**config.mk**
```make
export PLATFORM = sky130hd
export DESIGN_NAME = swm_fifo
export DESIGN_NICKNAME = d
export VERILOG_FILES = /design/src/swm_fifo.sv
export SDC_FILE = /design/constraint.sdc
export NUM_CORES = 1
export LEC_CHECK = 0
export BUFFER_PORTS_ARGS = -buffer_cell sky130_fd_sc_hd__clkbuf_2
export CORE_ASPECT_RATIO = 0.75
export CORE_UTILIZATION = 45
export DETAILED_ROUTE_END_ITERATION = 10
export PLACE_DENSITY_LB_ADDON = 0.1
export SYNTH_ARGS = -nofsm -noshare
export SYNTH_HDL_FRONTEND = slang
export SYNTH_SLANG_ARGS = --single-unit
```
**constraint.sdc**
```tcl
create_clock -name clk -period 3.23 [get_ports clk]
set_clock_uncertainty 0.2 [all_clocks]
set_input_delay 0.646 -clock clk [delete_from_list [all_inputs] [get_ports clk]]
set_output_delay 0.646 -clock clk [all_outputs]
set_load 0.02 [all_outputs]
```
**src/swm_fifo.sv**
```systemverilog
`default_nettype none

module swm_fifo #(
	parameter int WIDTH = 32,
	parameter int DEPTH = 4
) (
	input  logic                           clk,
	input  logic                           arst_n,
	input  logic                           push,
	input  logic [WIDTH-1:0]               wdata,
	output logic                           full,
	input  logic                           pop,
	output logic [WIDTH-1:0]               rdata,
	output logic                           empty,
	output logic [$clog2(DEPTH+1)-1:0]     count
);

	localparam int AW = (DEPTH > 1) ? $clog2(DEPTH) : 1;
	localparam int CW = $clog2(DEPTH + 1);

	logic [DEPTH-1:0][WIDTH-1:0] mem_q;
	logic [AW-1:0]               wr_ptr_q;
	logic [AW-1:0]               rd_ptr_q;
	logic [CW-1:0]               cnt_q;
	logic                        do_push;
	logic                        do_pop;

	assign full    = (cnt_q == CW'(DEPTH));
	assign empty   = (cnt_q == '0);
	assign count   = cnt_q;
	assign do_push = push & ~full;
	assign do_pop  = pop & ~empty;
	assign rdata   = mem_q[rd_ptr_q];

	always_ff @(posedge clk or negedge arst_n) begin
		if (!arst_n) begin
			wr_ptr_q <= '0;
			rd_ptr_q <= '0;
			cnt_q    <= '0;
		end else begin
			if (do_push) begin
				wr_ptr_q <= (wr_ptr_q == AW'(DEPTH - 1)) ? '0 : wr_ptr_q + AW'(1);
			end
			if (do_pop) begin
				rd_ptr_q <= (rd_ptr_q == AW'(DEPTH - 1)) ? '0 : rd_ptr_q + AW'(1);
			end
			if (do_push && !do_pop) begin
				cnt_q <= cnt_q + CW'(1);
			end else if (do_pop && !do_push) begin
				cnt_q <= cnt_q - CW'(1);
			end
		end
	end

	always_ff @(posedge clk) begin
		if (do_push) begin
			mem_q[wr_ptr_q] <= wdata;
		end
	end

endmodule

`default_nettype wire

```
==> metrics.yaml <==
clocking:
  clk_pin_slew_worst_paths_ps: 60
  clock_latency_ps: 410
  cts-buffers-inserted: 17
  clock-sinks: 135
  htree_levels: 4
  cts_resized: 0
  cts_setup_buffers: 0
  cts_root_buf: "clkbuf_16"
  cts_tree: "yes"
  cts_max_path_buffers: 2
floorplanning:
  core_area_mm2: 0.0109
  die_w_um: 124
  dieArea_mm2: 0.0117
  rows: 33
  pin_count: 73
  die_h_um: 93.8
  start_util: 0.462
synthesis:
  synth.distinct_cells: 20
  synth_area_leader_cell: "edfxtp_1"
  ys_warn_count: 0
  synth.most_common_cell: "edfxtp_1"
  syn_inst: 205
  async_flop_share: 0.0519
  synth-seq-cells: 135
  synth_common_cells: "edfxtp_1 (128), mux4_2 (32), dfrtp_1 (7), ha_1 (6)"
  synth_fa_ha_area_frac: 0.0188
  syn_nets: 248
  synth_compound_area_frac: 0.00396
  ys.flop_type: "edfxtp_1"
  syn_avg_cell_area_um2: 24.7
  synth-edff-count: 128
  synth_area_leaders: "edfxtp_1 (76%), mux4_2 (14%), dfrtp_1 (3.5%)"
  syn_area_mm2: 0.00506
  synth_top_family_by_area: "multiplexers"
  ys_seq_area_frac: 0.795
  synth.top_cell.area_share: 0.760
  synthXorXnorAreaFrac: 0.00520
  muxShareOfSynthArea: 0.153
  yosys.area_share.simple: 0.0121
pwr:
  p_leak_nw: 2.23
  irDropWorstVdd_uv: 478
  seq_power_share: 0.409
  switching_power_w: 0.00193
  p_clk_frac: 0.307
  pwr-share-comb: 0.284
  switching_share: 0.307
  power.density_mw_per_mm2: 1000
  p_int_w: 0.00436
setup_path:
  crit_path_start_kind: "flop"
  reg2reg_to: "count[2]$_DFFE_PN0P_"
  worst-r2r-setup-slack_ps: 760
  cp-end-kind: "output pin"
  rr_startpoint: "count[2]$_DFFE_PN0P_"
  path_max_fanout: 13
  path_class: "reg -> out"
  cp_data_required_time_ps: 2380
  critPathArrivalTime_ps: 2030
  reg2reg_depth: 8
routing:
  wl_met1_mm: 3.90
  drtAntennaViolNets: 0
  drtPass1Iterations: 4
  drt_iter0_drc: 124
  wl_mm: 8.27
  drcViolationCount: 0
  wl_met2_mm: 3.92
  vias_per_cell: 5.06
  top_layer: "met4"
  vias: 2264
  route.met3.wl_um: 323
  routedWlPerCell_um: 18.5
grt:
  grt_pass1_vias: 2271
  track_usage: 0.155
  gr-total-overflow: 0
  grt_pass1_wl_mm: 12.7
  antenna_found_initial: 0
  grt_start_max_net_pins: 35
sta:
  period_share: 0.891
  min_period_ps: 2880
  fmax_ghz: 0.348
  drv_slew: 0
  tns_ps: 0
  slew_headroom: 0.441
  setup_viol: 0
  finalHoldViolCount: 0
  rsz0062_at_grt: "false"
  worst_pin_slew_ps: 839
cells_and_area:
  layout.nets: 337
  insertedDiodeCount: 0
  layout-drive-gt1-share: 0.498
  syn_to_final_growth_pct: 24.0
  stdcell_count: 447
placement:
  port_buffers: 72
  dp.cells: 414
  dp_hpwl_mm: 4.98
  gp_congestion: 0.688
hold_path:
  hold_path_depth: 1
  hp-start: "wdata[2]"
  hold_end: "mem_q[66]$_DFFE_PP_"
  hold_class: "in -> reg"
status:
  status: "complete, no violations"
job:
  cap_viol_max_count: 0
kinds of logic after synthesis:
kind of cell / after synthesis
AOI/OAI and AO/OA: 2
xor gates and xnor gates: 3
adders and majority gates: 7
buffers and inverters: 12
DFF: 135
muxes: 36
and+or+nand+nor: 10
sequential cells by signal (all words and copies together), names as in the netlist:
signal    count
count         3
rd_ptr_q      2
mem_q       128
wr_ptr_q      2
what timing repair did:
action                     4_1_cts  5_1_grt
hold endpoints to repair         7        0
hold buffers                     1        0
setup endpoints to repair        0        0
worst max-delay path by stage:
stage                            start                    to  slack (ps)  cells after the start
2_1_floorplan     count[2]$_DFFE_PN0P_    mem_q[0]$_DFFE_PP_         820                      4
3_3_place_gp                      push  count[2]$_DFFE_PN0P_         730                      8
3_5_place_dp                      push  count[2]$_DFFE_PN0P_         640                      8
4_1_cts        rd_ptr_q[0]$_DFFE_PN0P_              rdata[1]         300                      3
5_1_grt        rd_ptr_q[0]$_DFFE_PN0P_             rdata[17]         230                      3
6_report       rd_ptr_q[0]$_DFFE_PN0P_              rdata[1]         350                      3
stage by stage:
| step | power, W | util | cell area [um2] | setup WS, ps | hold slack, ps |
|---|---|---|---|---|---|
| 2_1_floorplan | 0.00380 | - | 5060 | 817 | 150 |
| 3_3_place_gp | 0.00443 | 0.517 | 5660 | 728 | 294 |
| 3_5_place_dp | 0.00445 | 0.517 | 5660 | 639 | 299 |
| 4_1_cts | 0.00639 | 0.573 | 6270 | 297 | 242 |
| 5_1_grt | 0.00658 | 0.573 | 6270 | 233 | 247 |
| 6_report | 0.00629 | 0.573 | 6270 | 353 | 257 |
power groups by stage:
stage / Combinational [W] / Clock (W) / Sequential (W)
finish: 0.00178 / 0.00193 / 0.00257
global placement: 0.00182 / 0 / 0.00261
CTS: 0.00183 / 0.00197 / 0.00259
detailed placement: 0.00182 / 0 / 0.00262
global route: 0.00192 / 0.00204 / 0.00262
floorplan: 0.00133 / 0 / 0.00247
routing by layer:
layer | global-route usage | vias to the layer above
li1 | - | 1047
met1 | 0.204 | 1152
met2 | 0.233 | 50
met3 | 0.0473 | 15
met4 | 0.0813 | 0
met5 | 0 | -
placed cells by master (no fill, tap or decap):
| cell | n |
|---|---|
| inv_6 | 2 |
| dfrtp_1 | 5 |
| clkbuf_16 | 17 |
| xnor2_1 | 1 |
| clkinvlp_4 | 3 |
| nor3_1 | 2 |
| mux2_2 | 2 |
| and2_2 | 4 |
| inv_1 | 3 |
| clkinv_4 | 4 |
| fa_1 | 1 |
| xor2_1 | 2 |
| nor2b_1 | 1 |
| a21o_1 | 1 |
| clkinv_1 | 1 |
| clkbuf_2 | 72 |
| ha_1 | 6 |
| edfxtp_1 | 128 |
| mux2_4 | 2 |
| mux4_2 | 32 |
| nor3b_2 | 1 |
| buf_4 | 1 |
| dfrtp_2 | 2 |
| clkinv_2 | 2 |
| nor2_1 | 2 |
| bufinv_16 | 3 |
| dlygate4sd3_1 | 1 |
| buf_12 | 5 |
| o31ai_2 | 1 |
worst max-delay path, stage by stage (launching register included):
cell and delay [ps]:
dfrtp_2 690, buf_12 220, mux4_2 530, clkbuf_2 170
area by class of cell:
class | count | area, um2
fill | 784 | 4670
sequential | 135 | 4020
multi-input combinational | 58 | 981
timing repair buffer | 79 | 478
clock buffer | 17 | 425
clock inverter | 15 | 179
tap | 140 | 175
inverter | 3 | 11.3
(Power assumes the default switching activity.)
